`src/rtl/core/jsu_pkg.sv`:
```
// shared types, codes and helpers for the json string unescape unit
package jsu_pkg;

  // input item: one byte of text or the end marker
  typedef struct packed {
    logic [7:0] in_byte;
    logic       end_of_text;
  } in_item_t;

  // result item
  typedef struct packed {
    logic [7:0] out_byte;
    logic [1:0] kind;
    logic [2:0] error_code;
    logic       last;
  } out_item_t;

  // result kinds
  typedef enum logic [1:0] {
    KIND_BYTE = 2'd0,
    KIND_DONE = 2'd1,
    KIND_ERR  = 2'd2
  } kind_t;

  // error codes
  typedef enum logic [2:0] {
    ERR_EXPECTED_STRING = 3'd0,
    ERR_END_IN_ESCAPE   = 3'd1,
    ERR_TRUNCATED_U     = 3'd2,
    ERR_BAD_HEX         = 3'd3,
    ERR_UNKNOWN_ESCAPE  = 3'd4,
    ERR_UNTERMINATED    = 3'd5
  } err_code_t;

  // front end parser states
  typedef enum logic [2:0] {
    MODE_IDLE,
    MODE_STR,
    MODE_ESC,
    MODE_HEX,
    MODE_HEXBAD,
    MODE_DROP
  } mode_t;

  // work handed from front to back
  typedef enum logic [1:0] {
    CMD_BYTE,
    CMD_DONE,
    CMD_ERR,
    CMD_UTF8
  } cmd_op_t;

  // byte, error code or code point in the low bits of data
  typedef struct packed {
    cmd_op_t     op;
    logic [15:0] data;
  } cmd_t;

  localparam logic [7:0]  CH_QUOTE     = 8'h22;
  localparam logic [7:0]  CH_BACKSLASH = 8'h5C;
  localparam logic [7:0]  CH_SLASH     = 8'h2F;
  localparam logic [7:0]  CH_LC_B      = 8'h62;
  localparam logic [7:0]  CH_LC_F      = 8'h66;
  localparam logic [7:0]  CH_LC_N      = 8'h6E;
  localparam logic [7:0]  CH_LC_R      = 8'h72;
  localparam logic [7:0]  CH_LC_T      = 8'h74;
  localparam logic [7:0]  CH_LC_U      = 8'h75;
  localparam logic [7:0]  CH_BS        = 8'h08;
  localparam logic [7:0]  CH_FF        = 8'h0C;
  localparam logic [7:0]  CH_LF        = 8'h0A;
  localparam logic [7:0]  CH_CR        = 8'h0D;
  localparam logic [7:0]  CH_TAB       = 8'h09;

  localparam logic [15:0] UTF8_LIM1    = 16'h0080;
  localparam logic [15:0] UTF8_LIM2    = 16'h0800;
  localparam logic [7:0]  UTF8_CONT    = 8'h80;
  localparam logic [7:0]  UTF8_LEAD2   = 8'hC0;
  localparam logic [7:0]  UTF8_LEAD3   = 8'hE0;
  localparam logic [7:0]  UTF8_MASK6   = 8'h3F;

  // hex digit decode, either case; bit 4 flags a valid digit
  function automatic logic [4:0] hex_decode(input logic [7:0] c);
    logic [4:0] r;
    r = 5'd0;
    if (c >= 8'h30 && c <= 8'h39) begin
      r = {1'b1, c[3:0]};
    end else if ((c >= 8'h61 && c <= 8'h66) || (c >= 8'h41 && c <= 8'h46)) begin
      r = {1'b1, c[3:0] + 4'd9};
    end
    return r;
  endfunction

endpackage

```
`src/rtl/core/jsu_front.sv`:
```
// front end: accepts text items, tracks string state and issues commands
module jsu_front import jsu_pkg::*; (
  input  logic     clk,
  input  logic     rst,
  input  in_item_t in_item,
  input  logic     in_valid,
  output logic     in_ready,
  input  logic     q_full,
  output logic     q_push,
  output cmd_t     q_cmd
);

  mode_t       mode, mode_next;
  logic [15:0] code_point, code_point_next;
  logic [1:0]  hex_count, hex_count_next;
  logic        produce;
  logic        accept;
  logic [4:0]  hx;
  logic [15:0] cp_shift;
  logic        bad;

  assign in_ready = !q_full;
  assign accept   = in_valid && in_ready;
  assign q_push   = accept && produce;

  // state registers
  always_ff @(posedge clk) begin
    if (rst) begin
      mode       <= MODE_IDLE;
      code_point <= '0;
      hex_count  <= '0;
    end else if (accept) begin
      mode       <= mode_next;
      code_point <= code_point_next;
      hex_count  <= hex_count_next;
    end
  end

  assign hx       = hex_decode(in_item.in_byte);
  assign cp_shift = hx[4] ? {code_point[11:0], hx[3:0]} : code_point;
  assign bad      = (mode == MODE_HEXBAD) || !hx[4];

  // classify the item and pick the next state
  always_comb begin
    mode_next       = mode;
    code_point_next = code_point;
    hex_count_next  = hex_count;
    produce         = 1'b0;
    q_cmd.op        = CMD_BYTE;
    q_cmd.data      = '0;
    if (in_item.end_of_text) begin
      mode_next       = MODE_IDLE;
      code_point_next = '0;
      hex_count_next  = '0;
      q_cmd.op        = CMD_ERR;
      unique case (mode)
        MODE_STR: begin
          produce    = 1'b1;
          q_cmd.data = {13'd0, ERR_UNTERMINATED};
        end
        MODE_ESC: begin
          produce    = 1'b1;
          q_cmd.data = {13'd0, ERR_END_IN_ESCAPE};
        end
        MODE_HEX, MODE_HEXBAD: begin
          produce    = 1'b1;
          q_cmd.data = {13'd0, ERR_TRUNCATED_U};
        end
        default: produce = 1'b0;
      endcase
    end else begin
      unique case (mode)
        MODE_IDLE: begin
          if (in_item.in_byte == CH_QUOTE) begin
            mode_next = MODE_STR;
          end else begin
            mode_next  = MODE_DROP;
            produce    = 1'b1;
            q_cmd.op   = CMD_ERR;
            q_cmd.data = {13'd0, ERR_EXPECTED_STRING};
          end
        end
        MODE_STR: begin
          if (in_item.in_byte == CH_QUOTE) begin
            mode_next = MODE_IDLE;
            produce   = 1'b1;
            q_cmd.op  = CMD_DONE;
          end else if (in_item.in_byte == CH_BACKSLASH) begin
            mode_next = MODE_ESC;
          end else begin
            produce    = 1'b1;
            q_cmd.data = {8'd0, in_item.in_byte};
          end
        end
        MODE_ESC: begin
          mode_next = MODE_STR;
          produce   = 1'b1;
          unique case (in_item.in_byte)
            CH_QUOTE:     q_cmd.data = {8'd0, CH_QUOTE};
            CH_BACKSLASH: q_cmd.data = {8'd0, CH_BACKSLASH};
            CH_SLASH:     q_cmd.data = {8'd0, CH_SLASH};
            CH_LC_B:      q_cmd.data = {8'd0, CH_BS};
            CH_LC_F:      q_cmd.data = {8'd0, CH_FF};
            CH_LC_N:      q_cmd.data = {8'd0, CH_LF};
            CH_LC_R:      q_cmd.data = {8'd0, CH_CR};
            CH_LC_T:      q_cmd.data = {8'd0, CH_TAB};
            CH_LC_U: begin
              mode_next       = MODE_HEX;
              produce         = 1'b0;
              code_point_next = '0;
              hex_count_next  = '0;
            end
            default: begin
              mode_next  = MODE_DROP;
              q_cmd.op   = CMD_ERR;
              q_cmd.data = {13'd0, ERR_UNKNOWN_ESCAPE};
            end
          endcase
        end
        MODE_HEX, MODE_HEXBAD: begin
          if (hex_count != 2'd3) begin
            hex_count_next  = hex_count + 2'd1;
            code_point_next = cp_shift;
            mode_next       = bad ? MODE_HEXBAD : MODE_HEX;
          end else begin
            hex_count_next  = '0;
            code_point_next = '0;
            produce         = 1'b1;
            if (bad) begin
              mode_next  = MODE_DROP;
              q_cmd.op   = CMD_ERR;
              q_cmd.data = {13'd0, ERR_BAD_HEX};
            end else begin
              mode_next  = MODE_STR;
              q_cmd.op   = CMD_UTF8;
              q_cmd.data = cp_shift;
            end
          end
        end
        default: produce = 1'b0;
      endcase
    end
  end

endmodule

```
`src/rtl/core/jsu_cmd_fifo.sv`:
```
// short command queue between front and back
module jsu_cmd_fifo import jsu_pkg::*; #(
  parameter int DEPTH = 4
) (
  input  logic clk,
  input  logic rst,
  input  logic push,
  input  cmd_t push_cmd,
  input  logic pop,
  output cmd_t head,
  output logic empty,
  output logic full
);

  localparam int AW = (DEPTH > 1) ? $clog2(DEPTH) : 1;
  localparam int CW = $clog2(DEPTH + 1);
  localparam logic [AW-1:0] LAST_IDX = AW'(DEPTH - 1);
  localparam logic [CW-1:0] FULL_CNT = CW'(DEPTH);

  cmd_t          mem [DEPTH];
  logic [AW-1:0] wr_ptr;
  logic [AW-1:0] rd_ptr;
  logic [CW-1:0] count;

  assign empty = (count == '0);
  assign full  = (count == FULL_CNT);
  assign head  = mem[rd_ptr];

  // storage
  always_ff @(posedge clk) begin
    if (push) begin
      mem[wr_ptr] <= push_cmd;
    end
  end

  // pointers and fill count
  always_ff @(posedge clk) begin
    if (rst) begin
      wr_ptr <= '0;
      rd_ptr <= '0;
      count  <= '0;
    end else begin
      if (push) begin
        wr_ptr <= (wr_ptr == LAST_IDX) ? '0 : wr_ptr + 1'b1;
      end
      if (pop) begin
        rd_ptr <= (rd_ptr == LAST_IDX) ? '0 : rd_ptr + 1'b1;
      end
      if (push && !pop) begin
        count <= count + 1'b1;
      end else if (pop && !push) begin
        count <= count - 1'b1;
      end
    end
  end

endmodule

```
`src/rtl/core/jsu_back.sv`:
```
// back end: expands commands into result items through an output register
module jsu_back import jsu_pkg::*; (
  input  logic      clk,
  input  logic      rst,
  input  cmd_t      head,
  input  logic      empty,
  output logic      pop,
  output out_item_t out_item,
  output logic      out_valid,
  input  logic      out_ready
);

  logic [1:0] beat_idx;
  logic [1:0] beat_cnt;
  logic       load;
  logic       final_beat;
  out_item_t  beat;
  logic [15:0] cp;

  assign cp         = head.data;
  assign load       = !empty && (!out_valid || out_ready);
  assign final_beat = (beat_idx == beat_cnt - 2'd1);
  assign pop        = load && final_beat;

  // beats per command and the current beat
  always_comb begin
    beat            = '0;
    beat_cnt        = 2'd1;
    unique case (head.op)
      CMD_BYTE: beat.out_byte = cp[7:0];
      CMD_DONE: beat.kind     = KIND_DONE;
      CMD_ERR: begin
        beat.kind       = KIND_ERR;
        beat.error_code = cp[2:0];
      end
      CMD_UTF8: begin
        if (cp < UTF8_LIM1) begin
          beat.out_byte = cp[7:0];
        end else if (cp < UTF8_LIM2) begin
          beat_cnt = 2'd2;
          if (beat_idx == 2'd0) begin
            beat.out_byte = UTF8_LEAD2 | {3'd0, cp[10:6]};
          end else begin
            beat.out_byte = UTF8_CONT | (UTF8_MASK6 & {2'd0, cp[5:0]});
          end
        end else begin
          beat_cnt = 2'd3;
          if (beat_idx == 2'd0) begin
            beat.out_byte = UTF8_LEAD3 | {4'd0, cp[15:12]};
          end else if (beat_idx == 2'd1) begin
            beat.out_byte = UTF8_CONT | (UTF8_MASK6 & {2'd0, cp[11:6]});
          end else begin
            beat.out_byte = UTF8_CONT | (UTF8_MASK6 & {2'd0, cp[5:0]});
          end
        end
      end
      default: beat = '0;
    endcase
    // final beat of the command carries last
    beat.last = (beat_idx == beat_cnt - 2'd1);
  end

  // beat counter and output valid
  always_ff @(posedge clk) begin
    if (rst) begin
      beat_idx  <= '0;
      out_valid <= 1'b0;
    end else begin
      if (load) begin
        out_valid <= 1'b1;
        beat_idx  <= final_beat ? 2'd0 : beat_idx + 2'd1;
      end else if (out_ready) begin
        out_valid <= 1'b0;
      end
    end
  end

  // output payload register
  always_ff @(posedge clk) begin
    if (load) begin
      out_item <= beat;
    end
  end

endmodule

```
`src/rtl/core/json_string_unescape_unit.sv`:
```
// top level of the json string unescape unit
//
// in channel: one byte of json text per transfer, or an end-of-text marker
// (in_item, in_valid, in_ready). out channel: decoded bytes, string-complete
// and error results (out_item, out_valid, out_ready); last marks the final
// result caused by one input transfer.
// the front end takes one input item per cycle whenever the command queue
// has room; each item that yields results leaves one command in the queue.
// the back end turns a command into one result, or one to three utf-8
// bytes for a \u escape, through an output register at one result per cycle
// while out_ready is high. the first result of an item goes through the
// command queue and then the output register. throughput: one item per
// cycle, set by the back end's single result per cycle; results never
// outnumber the input bytes that caused them, so a steady stream runs
// without stalls while out_ready is high; if the receiver stalls, the queue
// (QUEUE_DEPTH commands) fills and then in_ready drops until room frees up.
// reset clears the parser to idle (awaiting an opening quote) and empties
// the queue and output register.
module json_string_unescape_unit import jsu_pkg::*; #(
  parameter int QUEUE_DEPTH = 4
) (
  input  logic      clk,
  input  logic      rst,
  input  in_item_t  in_item,
  input  logic      in_valid,
  output logic      in_ready,
  output out_item_t out_item,
  output logic      out_valid,
  input  logic      out_ready
);

  logic q_full;
  logic q_empty;
  logic q_push;
  logic q_pop;
  cmd_t q_cmd;
  cmd_t q_head;

  // parser
  jsu_front u_front (
    .clk      (clk),
    .rst      (rst),
    .in_item  (in_item),
    .in_valid (in_valid),
    .in_ready (in_ready),
    .q_full   (q_full),
    .q_push   (q_push),
    .q_cmd    (q_cmd)
  );

  // command queue
  jsu_cmd_fifo #(
    .DEPTH (QUEUE_DEPTH)
  ) u_fifo (
    .clk      (clk),
    .rst      (rst),
    .push     (q_push),
    .push_cmd (q_cmd),
    .pop      (q_pop),
    .head     (q_head),
    .empty    (q_empty),
    .full     (q_full)
  );

  // result generator
  jsu_back u_back (
    .clk       (clk),
    .rst       (rst),
    .head      (q_head),
    .empty     (q_empty),
    .pop       (q_pop),
    .out_item  (out_item),
    .out_valid (out_valid),
    .out_ready (out_ready)
  );

endmodule
```
`config.mk`:
```
export PLATFORM = sky130hd
export DESIGN_NAME = json_string_unescape_unit
export DESIGN_NICKNAME = d
export VERILOG_FILES = /design/src/rtl/core/jsu_pkg.sv /design/src/rtl/core/jsu_front.sv /design/src/rtl/core/jsu_cmd_fifo.sv /design/src/rtl/core/jsu_back.sv /design/src/rtl/core/json_string_unescape_unit.sv
export SDC_FILE = /design/constraint.sdc
export NUM_CORES = 1
export LEC_CHECK = 0
export ABC_CLOCK_PERIOD_IN_PS = 4700
export BUFFER_PORTS_ARGS = -buffer_cell sky130_fd_sc_hd__buf_2
export CELL_PAD_IN_SITES_DETAIL_PLACEMENT = 1
export CELL_PAD_IN_SITES_GLOBAL_PLACEMENT = 2
export CORE_MARGIN = 4
export CORE_UTILIZATION = 28
export CTS_BUF_LIST = sky130_fd_sc_hd__clkbuf_4 sky130_fd_sc_hd__clkbuf_8
export CTS_CLUSTER_SIZE = 40
export DETAILED_ROUTE_END_ITERATION = 12
export PLACE_DENSITY_LB_ADDON = 0.1
export SLEW_MARGIN = 20
export SYNTH_ARGS = -nofsm -noshare
export SYNTH_HDL_FRONTEND = slang
export SYNTH_SLANG_ARGS = --single-unit
```
`constraint.sdc`:
```
create_clock -name clk -period 4.7 [get_ports clk]
set_clock_uncertainty 0.15 [all_clocks]
set_input_delay 1.175 -clock clk [delete_from_list [all_inputs] [get_ports clk]]
set_output_delay 1.175 -clock clk [all_outputs]
set_load 0.02 [all_outputs]
```
## After elaboration in Yosys (flattened, before gate mapping)

Memory sizes are Yosys's and may differ from the RTL's. A register that Yosys moved wholly into a read port is not among the register bits.
Cells that the tools add are included.

| operators by class | value |
|---|---|
| eq/ne operators | 24 |
| $lt $le $gt $ge | 8 |
| div/mod/pow operators | 0 |
| add/sub/neg operators | 8 |
| shift operators | 0 |
| muxes and demuxes | 60 |
| reductions and logical operators | 32 |
| multipliers | 0 |
| bitwise gates (word level) | 0 |

Operators by type and width:

| kind | count |
|---|---|
| 16-bit 2-to-1 mux | 5 |
| 18-bit one-hot mux with 4 select lines | 1 |
| 7-bit one-hot mux with 9 select lines | 1 |
| 8-bit by 7-bit == test with 1-bit output (second input constant) | 7 |
| 18-bit 2-to-1 mux | 3 |
| 8-bit 2-to-1 mux | 4 |
| 16-bit one-hot mux with 2 select lines | 1 |
| 3-bit 2-to-1 mux | 9 |
| 2-bit 2-to-1 mux | 11 |
| 17-bit 2-to-1 mux | 1 |
| 8-bit by 6-bit == test with 1-bit output (second input constant) | 2 |
| 8-bit by 7-bit >= comparator with 1-bit output (second input constant) | 2 |
| 8-bit by 7-bit <= comparator with 1-bit output (second input constant) | 2 |
| 16-bit by 12-bit less-than comparator with 1-bit output (second input constant) | 1 |
| 16-bit by 8-bit less-than comparator with 1-bit output (second input constant) | 1 |
| 8-bit one-hot mux with 2 select lines | 1 |
| 1-bit 2-to-1 mux | 13 |
| 3-bit one-hot mux with 4 select lines | 1 |
| 5-bit 2-to-1 mux | 2 |
| 1-bit logical AND | 9 |
| 3-bit one-hot mux with 3 select lines | 1 |
| 9-bit OR reduction | 1 |
| 2-bit by 1-bit adder with 2-bit output (second input constant) | 4 |
| 2-bit == test (second input constant) | 4 |
| 30 further kinds | 45 |

| storage, ports and cells | value |
|---|---|
| memory bits (writable) | 72 |
| input bits | 13 |
| bits in latches | 0 |
| flip-flop bits (word level) | 45 |
| memories kept | 1 |
| word-level logic and storage cells | 145 |
| ROM bits | 0 |

Memory list:

| name | depth | width | rd ports | clocked after Yosys merged registers in | write ports | line | RTL |
|---|---|---|---|---|---|---|---|
| u_fifo.mem | 4 | 18 | 1 | 1 | 1 | jsu_cmd_fifo.sv:20 | `cmd_t mem [DEPTH];` |

## Longest topological paths before layout

Gate-level depths: netlist of run 1.

| logic depth | value |
|---|---|
| depth after elaboration | 11 |
| depth in mapped cells | 16 |
| mapped depth without buffers | 13 |

## Hierarchy

A second synthesis of run 1 with hierarchy kept.

| second synthesis, totals | value |
|---|---|
| cell total of the unflattened synthesis | 475 |
| area total of the unflattened synthesis | 6017.0 sq um |

Modules (own cells, without submodules):

| module | instances | area each (sq um) | sequential area each (sq um) | cells each |
|---|---|---|---|---|
| jsu_cmd_fifo | 1 | 3079.2 | 2342.2 | 138 |
| jsu_front | 1 | 1736.7 | 340.3 | 216 |
| jsu_back | 1 | 1201.2 | 480.5 | 121 |

## Worst setup path before layout of run 1

OpenSTA, ideal clock, no wires.

| timing path | value |
|---|---|
| path kind | in2reg |
| from | input in_item[1] (netlist name) |
| to | register u_fifo.count[2] |
| setup slack | 0.766 ns |
| cell stages on the path | 14 |
| data arrival time | 3.714 ns |
| library setup time | 0.070 ns |
| cell sequence | inv_1 > ha_1 > or3b_1 > clkbuf_1 > nor3_1 > o211ai_1 > o311a_1 > clkbuf_1 > ha_1 > inv_1 > fa_1 > xor2_1 > or3_1 > a21oi_1 |

| between the ends | value |
|---|---|
| word-level cells in the longest chain between the ends | 9 |
| elaborated cells on any way between the ends | 15 |
| classes of those cells | eq/ne (3); mux (7); reduce/logical (5) |

Ends and longest elaborated chain:

| what | line | RTL |
|---|---|---|
| from (decl) | json_string_unescape_unit.sv:24 | `input in_item_t in_item,` |
| 8-bit by 7-bit == test with 1-bit output | jsu_front.sv:88 | `end else if (in_item.in_byte == CH_BACKSLASH) begin` |
| 1-bit 2-to-1 mux | jsu_front.sv:88 |  |
| 1-bit 2-to-1 mux | jsu_front.sv:84 | `if (in_item.in_byte == CH_QUOTE) begin` |
| 1-bit one-hot mux with 4 select lines * | jsu_front.sv:72 | `unique case (mode)` |
| 1-bit 2-to-1 mux * | jsu_front.sv:51 | `if (in_item.end_of_text) begin` |
| 1-bit logical AND * | jsu_front.sv:24 | `assign q_push = accept && produce;` |
| via q_push | json_string_unescape_unit.sv:34 | `logic q_push;` |
| 1-bit logical NOT | jsu_cmd_fifo.sv:51 | `end else if (pop && !push) begin` |
| 1-bit logical AND | jsu_cmd_fifo.sv:51 |  |
| 2-bit nonzero test (no source line) | -- |  |
| to (signal assigned) | jsu_cmd_fifo.sv:50 | `count <= count + 1'b1;` |
| to (signal assigned) | jsu_cmd_fifo.sv:52 | `count <= count - 1'b1;` |
| to (decl) | jsu_cmd_fifo.sv:23 | `logic [CW-1:0] count;` |

The timed path passes the listed nets; every way through them passes the cells marked *.
A chain may end at the register's enable or synchronous reset.

==> reports/metrics.yaml, run 1 <==
run:
  drv_cap: 0
critical_path:
  cpLargestDelayFamily: "simple AND/OR/NAND/NOR gates"
  worst_ep_arrival_time_ns: 4.13
  cpMaxStageDelayCell: "mux4_2"
  slowest_delay_ns: 0.63
  cp-end-kind: "flop"
  crit_fanout: 13
  crit_required_ns: 4.91
  start_kind: "flop"
  cp_cell_sequence: "buf_4 -> buf_4 -> mux4_2 -> nor4_4 -> nor4_2 -> a41oi_2 -> a31oi_4 -> inv_1 -> ha_1 -> inv_1 -> fa_1 -> xor2_1 -> or3_1 -> a21oi_1"
  critPathKind: "reg -> reg"
  critical_path_buf_inv_count: 4
cts:
  clk_latency_ns: 0.43
  clk_path_buf_depth: 2
  cts_made_buffers: 17
  clk_pin_slew_worst_paths_ns: 0.07
  clockRootBuffer: "clkbuf_8"
  cts_setup_buffers: 0
  ctsHoldBuffers: 0
  cts.sinks: 115
  cts_resized: 0
  cts_tree: "yes"
  htree_levels: 4
timing:
  timing.final.crit_share_pct: 83.5
  worst_pin_slew_ns: 0.979
  setup-violations-final: 0
  timing.final.max_slew_violations: 0
  hold_violations: 0
  tns_ns: 0
  slew_headroom_pct: 34.7
  rsz0062_at_grt: "false"
  hold_ws_ns: 0.317
  finalCriticalPeriod_ns: 3.92
  clock.fmax_ghz: 0.255
yosys:
  ys.flop_type: "edfxtp_1"
  seq_area_frac_synth_pct: 54.6
  syn_inst: 470
  synth_cell_types: 72
  syn-cell-area_mm2: 0.00579
  synth.net_count: 502
  syn_avg_cell_area_um2: 12.3
  synth_edf_count: 86
  yosysWarnings: 0
  async_reset_ff_share_pct: 0
  synth_seq_cells: 115
routing:
  wl_per_cell_um: 18.9
  drc: 0
  drtIter0Drc: 139
  drt_first_pass_iters: 4
  drt_wl_total_um: 14900
  vias_per_cell: 4.94
  final_antenna_net_count: 0
  vias: 3886
power_and_ir_drop:
  leakagePower_nw: 2.27
  powerDensity_mw_per_mm2: 493
  vdd_drop_max_v: 0.000181
global_routing:
  grt_pass1_wl_um: 24200
  grt_max_degree: 25
  overflow: 0
  antenna_found_initial: 0
  grt_usage_pct: 13.4
  grt_pass1_vias: 4250
placed_design:
  port-buffer-count: 28
  gp_congestion: 0.784
  placed_cell_area_mm2: 0.00624
  hpwl_um: 11100
finish:
  nFillCells: 2210
  num_antenna_cells: 0
  nets: 535
  multi_input_area_mm2: 0.00244
  register_area_mm2: 0.00316
  finish.instance_area_mm2: 0.00661
  area_delta_synth_final_pct: 14.0
  final_common_cell: "edfxtp_1"
  layout_common_cells: "edfxtp_1, nor2_1, dfxtp_1, buf_2, a21oi_1"
  drive_gt1_share_pct: 20.0
status:
  status: "finished clean"
die:
  die_h_um: 152
  die_w_um: 152
  die_area_mm2: 0.0231
  core_mm2: 0.0203
  io_pins: 29
  initial_utilization_pct: 28.5
  rows: 52
worst_hold_path:
  hp-start: "u_back.out_valid"
  hp-class: "reg -> reg"
-- worst min-delay path, delay by kind of cell (launching register included) --
family             cells  cell delay, ns
DFF                    1            0.32
AOI/OAI and AO/OA      1            0.05
and+or+nand+nor        1            0.05
-- worst paths after layout --
check	slack (ns)	cells after the start	endpoint
max	0.78	14	u_fifo.count[2]
min reg2reg	0.32	2	u_back.out_valid
min	0.32	2	u_back.out_valid
max reg2reg	0.78	14	u_fifo.count[2]
-- logic make-up after synthesis --
kind of cell / synth area share, %
multiplexers: 9.72
buffers and inverters: 3.26
adder cells (fa/ha/maj): 4.23
AND/OR/NAND/NOR: 13.5
XOR/XNOR: 0.454
flip-flops: 54.6
AO/OA/AOI/OAI: 14.2
-- cells in the mapped netlist, drive strengths merged (5+ instances only) --
cell,count,area share (%)
mux4,18,7.0
a22oi,5,0.65
or3,7,0.76
a22o,8,1.2
mux2,6,1.2
mux2i,9,1.6
ha,18,3.9
clkbuf,14,0.91
and2,16,1.7
nor2b,7,0.76
nand3,5,0.43
nor3,13,1.1
edfxtp,86,45
nand2b,7,0.76
dfxtp,29,10
a21o,8,1.0
inv,18,1.2
a21oi,26,2.3
o21ai,24,2.1
nor2,30,2.1
nand2,24,1.6
buf,12,1.2
a31oi,5,0.80
nand3b,5,0.65
or2,5,0.54
-- cell type report --
| cell class | instances | share of cell area (%) |
|---|---|---|
| multi-input combinational | 311 | 37.0 |
| clock buffer | 19 | 3.77 |
| sequential | 115 | 47.9 |
| timing repair buffer | 40 | 3.48 |
| tap | 270 | 5.11 |
| clock inverter | 13 | 1.78 |
| inverter | 18 | 1.02 |
-- report_power, final --
| part | switching [mW] | internal [mW] |
|---|---|---|
| clock | 0.380 | 0.470 |
| combinational | 0.666 | 0.400 |
| sequential | 0.0646 | 1.27 |
| total | 1.11 | 2.14 |
-- flip-flops by register name (all words and copies together), names as in the netlist, named ones only --
signal              cells
u_fifo.count            3
u_front.hex_count       2
u_front.mode            3
u_back.out_item        14
u_front.code_point     12
u_fifo.wr_ptr           2
u_back.beat_idx         2
u_fifo.mem             72
u_back.out_valid        1
u_fifo.rd_ptr           2
-- layer usage --
metal	share of wire [%]	vias up	track usage (%)
met4	1.8	0	5.44
met1	48	1946	17.1
met5	0	-	0
li1	-	1878	-
met2	48	47	22.1
met3	2.4	15	2.96
-- metrics by stage --
stage	utilization, %	std cells	total power [mW]	setup WS, ns
3_3_place_gp	30.7	754	2.44	0.475
6_report	32.5	786	3.25	0.778
3_5_place_dp	30.7	754	2.45	0.384
4_1_cts	32.5	786	3.32	0.738
5_1_grt	32.5	786	3.48	0.494
2_1_floorplan	-	470	2.11	0.766
Power figures use the tool's default switching activity.
==> run 2, diff against run 1 <==
Settings changed: ABC_CLOCK_PERIOD_IN_PS 4700 to 4000.
Clock period 4.7 ns to 4 ns, I/O delays scaled along.
==> reports/metrics.yaml, run 2 (synthesized netlist as in run 1, its figures left out) <==
status:
  status: "finished clean"
worst_hold_path:
  hp-class: "reg -> reg"
  worstHoldPathCells: 2
global_routing:
  antenna_found_initial: 0
  grt_pass1_wl_um: 24500
  overflow: 0
  grt_usage_pct: 13.5
  grt_pass1_vias: 4202
  grt_max_degree: 25
finish:
  area_delta_synth_final_pct: 16.1
  largest_reg_flops: 72
  final_core_util_pct: 33.1
  regMostFlops: "u_fifo.mem"
  reg_top3: "u_fifo.mem x72, u_back.out_item x14, u_front.code_point x12"
  layout_common_cells: "edfxtp_1, nor2_1, dfxtp_1, buf_2"
  num_antenna_cells: 0
  drive_gt1_share_pct: 23.0
  finish.instance_area_mm2: 0.00673
  final_common_cell: "edfxtp_1"
  nets: 550
cts:
  htree_levels: 4
  cts_made_buffers: 17
  cts_tree: "yes"
  cts_resized: 0
  cts_setup_buffers: 0
  ctsHoldBuffers: 0
  clockRootBuffer: "clkbuf_8"
  clk_latency_ns: 0.43
  cts.sinks: 115
  clk_pin_slew_worst_paths_ns: 0.07
  clk_path_buf_depth: 2
critical_path:
  cpLargestDelayFamily: "simple AND/OR/NAND/NOR gates"
  slowest_delay_ns: 0.59
  start_kind: "flop"
  cp_cell_sequence: "buf_12 -> mux4_2 -> or4_4 -> nor2_4 -> or3_1 -> a31oi_4 -> inv_1 -> ha_1 -> inv_1 -> fa_1 -> xor2_1 -> or3_1 -> a21oi_1"
  reg2regPathDepth: 13
  path_depth: 13
  worst_ep_arrival_time_ns: 3.97
  critPathKind: "reg -> reg"
  critical_path_buf_inv_count: 3
  cp-end-kind: "flop"
  cpMaxStageDelayCell: "or4_4"
  crit_required_ns: 4.21
  crit_fanout: 14
routing:
  wl_per_cell_um: 18.9
  vias: 3996
  drtIter0Drc: 198
  drc: 0
  drt_first_pass_iters: 4
  drt_wl_total_um: 15100
  final_antenna_net_count: 0
  vias_per_cell: 5.00
timing:
  timing.final.crit_share_pct: 94.2
  worst_pin_slew_ns: 0.759
  fin_ws_ns: 0.233
  timing.final.max_slew_violations: 0
  tns_ns: 0
  setup-violations-final: 0
  hold_ws_ns: 0.325
  rsz0062_at_grt: "false"
  hold_violations: 0
  finalCriticalPeriod_ns: 3.77
  slew_headroom_pct: 49.3
  clock.fmax_ghz: 0.265
die:
  die_w_um: 152
  io_pins: 29
  rows: 52
  die_area_mm2: 0.0231
  die_h_um: 152
  initial_utilization_pct: 28.5
  core_mm2: 0.0203
placed_design:
  gp_congestion: 0.802
  port-buffer-count: 28
  placed_cell_area_mm2: 0.00638
  hpwl_um: 11300
  place_ws_ns: 0.119
power_and_ir_drop:
  leakagePower_nw: 2.34
  vdd_drop_max_v: 0.000204
  powerDensity_mw_per_mm2: 569
run:
  drv_cap: 0
-- run 2: cell count changes in the layout (fill, tap and decap cells not counted) --
cell        delta
clkinv_2       +3
clkinvlp_4     +2
buf_4         +13
clkbuf_4       -2
bufinv_16      -1
buf_12         +2
clkinv_1       -5
clkinv_4       +1
inv_6          +1
-- run 2: area by class of cell --
type	instances	area, µm²
fillers	2219	13600
inverters	18	67.6
repair buffers	55	368
multi-input cells	311	2440
well taps	270	338
flip-flops and latches	115	3160
clock inverters	14	116
clock buffers	17	234
-- run 2: worst min-delay path: stages, from the launching register on --
cell     delay, ns
dfxtp_1       0.32
nand2_1       0.06
a21oi_1       0.05
-- run 2: per-stage QoR --
step / cells / power [mW]
after floorplan: 470 / 2.48
after global placement: 769 / 2.90
after detailed placement: 769 / 2.92
after CTS: 800 / 3.90
after global routing: 800 / 4.08
final: 800 / 3.83
-- run 2: final timing paths --
check | to | slack [ns] | startpoint
max | u_fifo.count[2] | 0.23 | flop
min | u_back.out_valid | 0.33 | u_back.out_valid
max reg2reg | u_fifo.count[2] | 0.23 | flop
min reg2reg | u_back.out_valid | 0.33 | u_back.out_valid
-- run 2: metal layers --
metal	global-route usage [%]	share of wire [%]	vias up
met2	23.1	50	54
met3	3.07	2.6	7
met1	17.1	47	2028
met4	3.64	0.95	0
met5	0	0	-
li1	-	-	1907
-- run 2: where the power goes --
group	internal, mW	switching [mW]	total (mW)
clock network	0.481	0.481	0.963
logic	0.503	0.793	1.30
registers	1.50	0.0703	1.57
==> run 3, diff against run 2 <==
Settings changed: SYNTH_HIERARCHICAL from default to 1.
==> reports/metrics.yaml, run 3 <==
critical_path:
  cp-end-kind: "flop"
  worst_ep_arrival_time_ns: 3.94
  crit_fanout: 18
  crit_required_ns: 4.20
  critPathKind: "reg -> reg"
  start_kind: "flop"
worst_hold_path:
  hp-class: "reg -> reg"
routing:
  drt_first_pass_iters: 5
  final_antenna_net_count: 0
  met1Wirelength_um: 6820
  drtIter0Drc: 248
  vias: 4111
  drc: 0
  wl_met2_um: 7870
  wl_per_cell_um: 19.3
  wl_met3_um: 497
  vias_per_cell: 5.08
  topRoutingLayerUsed: "met4"
  drt_wl_total_um: 15600
global_routing:
  overflow: 0
  grt_pass1_wl_um: 24600
  grt_max_degree: 29
  grt_pass1_vias: 4384
  antenna_found_initial: 0
  grt_usage_pct: 13.4
yosys:
  yosysMostFrequentCell: "edfxtp_1"
  syn_inst: 475
  seq_area_frac_synth_pct: 52.6
  ys.flop_type: "edfxtp_1"
  async_reset_ff_share_pct: 0
  synth.net_count: 508
  synthTopCellsByCount: "edfxtp_1, a21oi_1, dfxtp_1"
  synth_cell_types: 81
  netlist.area_leader.share_pct: 42.9
  syn_avg_cell_area_um2: 12.7
  ys_top_cells_by_area: "edfxtp_1, dfxtp_1, ha_1"
  syn-cell-area_mm2: 0.00602
  synth_top_area_cell: "edfxtp_1"
  synth_edf_count: 86
  synth_seq_cells: 115
  yosysWarnings: 6
cts:
  cts_made_buffers: 17
  cts_resized: 0
  clockRootBuffer: "clkbuf_8"
  cts_tree: "yes"
  cts_setup_buffers: 0
  clk_pin_slew_worst_paths_ns: 0.08
  clk_path_buf_depth: 2
  ctsHoldBuffers: 0
  htree_levels: 4
  cts.sinks: 115
  clk_latency_ns: 0.43
die:
  die_area_mm2: 0.0239
  rows: 53
  io_pins: 29
  core_mm2: 0.0211
  die_h_um: 155
  initial_utilization_pct: 28.5
  die_w_um: 155
run:
  drv_cap: 0
timing:
  rsz0062_at_grt: "false"
  finalCriticalPeriod_ns: 3.73
  hold_ws_ns: 0.320
  clock.fmax_ghz: 0.268
  timing.final.max_slew_violations: 0
  setup-violations-final: 0
  fin_ws_ns: 0.265
  slew_headroom_pct: 59.1
  worst_pin_slew_ns: 0.609
  timing.final.crit_share_pct: 93.4
  hold_violations: 0
finish:
  drive_gt1_share_pct: 22.3
  reg_top3: "u_fifo/mem x72, u_back/out_item x14, u_front/code_point x12"
  regMostFlops: "u_fifo/mem"
  register_area_mm2: 0.00316
  layout_common_cells: "edfxtp_1, a21oi_1, dfxtp_1, buf_2"
  final_common_cell: "edfxtp_1"
  multi_input_area_mm2: 0.00264
  num_antenna_cells: 0
  nets: 554
  nFillCells: 2302
  area_delta_synth_final_pct: 16.0
  largest_reg_flops: 72
placed_design:
  hpwl_um: 11400
  port-buffer-count: 28
  place_ws_ns: -0.0766
  gp_congestion: 0.835
power_and_ir_drop:
  vdd_drop_max_v: 0.000175
  powerDensity_mw_per_mm2: 590
  leakagePower_nw: 2.43
status:
  status: "finished clean"
run 3: cell count changes after synthesis, sizes merged, moves of 5 or more:
cell	delta
a21oi	+9
a221oi	+7
clkbuf	-7
mux2	-5
nor2	-6
or3	-5
run 3: through the flow:
stage,cell area (µm²),std cells,util [%],setup TNS (ns),power [mW]
floorplan,6020,475,-,0,2.56
CTS,6980,809,33.1,0,4.20
global placement,6540,777,31.0,0,2.99
finish,6980,809,33.1,0,4.12
detailed placement,6540,777,31.0,-0.0766,2.99
global route,6980,809,33.1,0,4.38
run 3: layer usage:
metal	track usage, %	up-vias
met5	0	-
met4	5.00	0
met3	3.27	22
li1	-	1962
met2	23.0	75
met1	16.4	2052
run 3: path summary, 6_finish.rpt:
check	to	cells past startpoint	slack, ns	from
worst min-delay path	u_front/hex_count[1]	2	0.32	u_front/hex_count[1]
worst min register to register	u_front/hex_count[1]	2	0.32	u_front/hex_count[1]
worst max register to register	u_fifo/count[2]	13	0.27	flop
worst max-delay path	u_fifo/count[2]	13	0.27	flop
run 3: cell type report:
| type | count | share of cell area (%) |
|---|---|---|
| clock buffer | 17 | 3.35 |
| clock inverter | 15 | 2.96 |
| inverter | 20 | 1.08 |
| multi-input combinational | 318 | 37.7 |
| sequential | 115 | 45.3 |
| tap | 275 | 4.93 |
| timing repair buffer | 49 | 4.62 |
run 3: logic make-up (layout without fill, tap and decap cells):
group           count (synthesis)  in the layout  share of synthesized area [%]
flops                         115            115                           52.6
fa+ha+maj                      20             20                           4.28
simple gates                  144            144                           15.2
compound gates                125            125                           15.2
buf+inv                        42            101                           3.64
mux                            27             27                           8.75
xor+xnor                        2              2                          0.291
run 3: report_power, final:
part	internal, mW	total [mW]	switching (mW)	leakage [nW]
clock network	0.685	1.18	0.492	0.217
logic	0.528	1.39	0.860	1.15
registers	1.49	1.56	0.0647	1.06
total	2.70	4.12	1.42	2.43
run 3: worst max-delay path: stages (launching register included):
cell	delay, ns
dfxtp_1	0.36
buf_12	0.20
mux4_1	0.67
ha_1	0.27
and3b_1	0.20
a41oi_2	0.23
a31oi_1	0.17
inv_1	0.16
ha_1	0.20
inv_1	0.06
fa_1	0.37
xor2_1	0.16
or3_1	0.30
a21oi_1	0.15
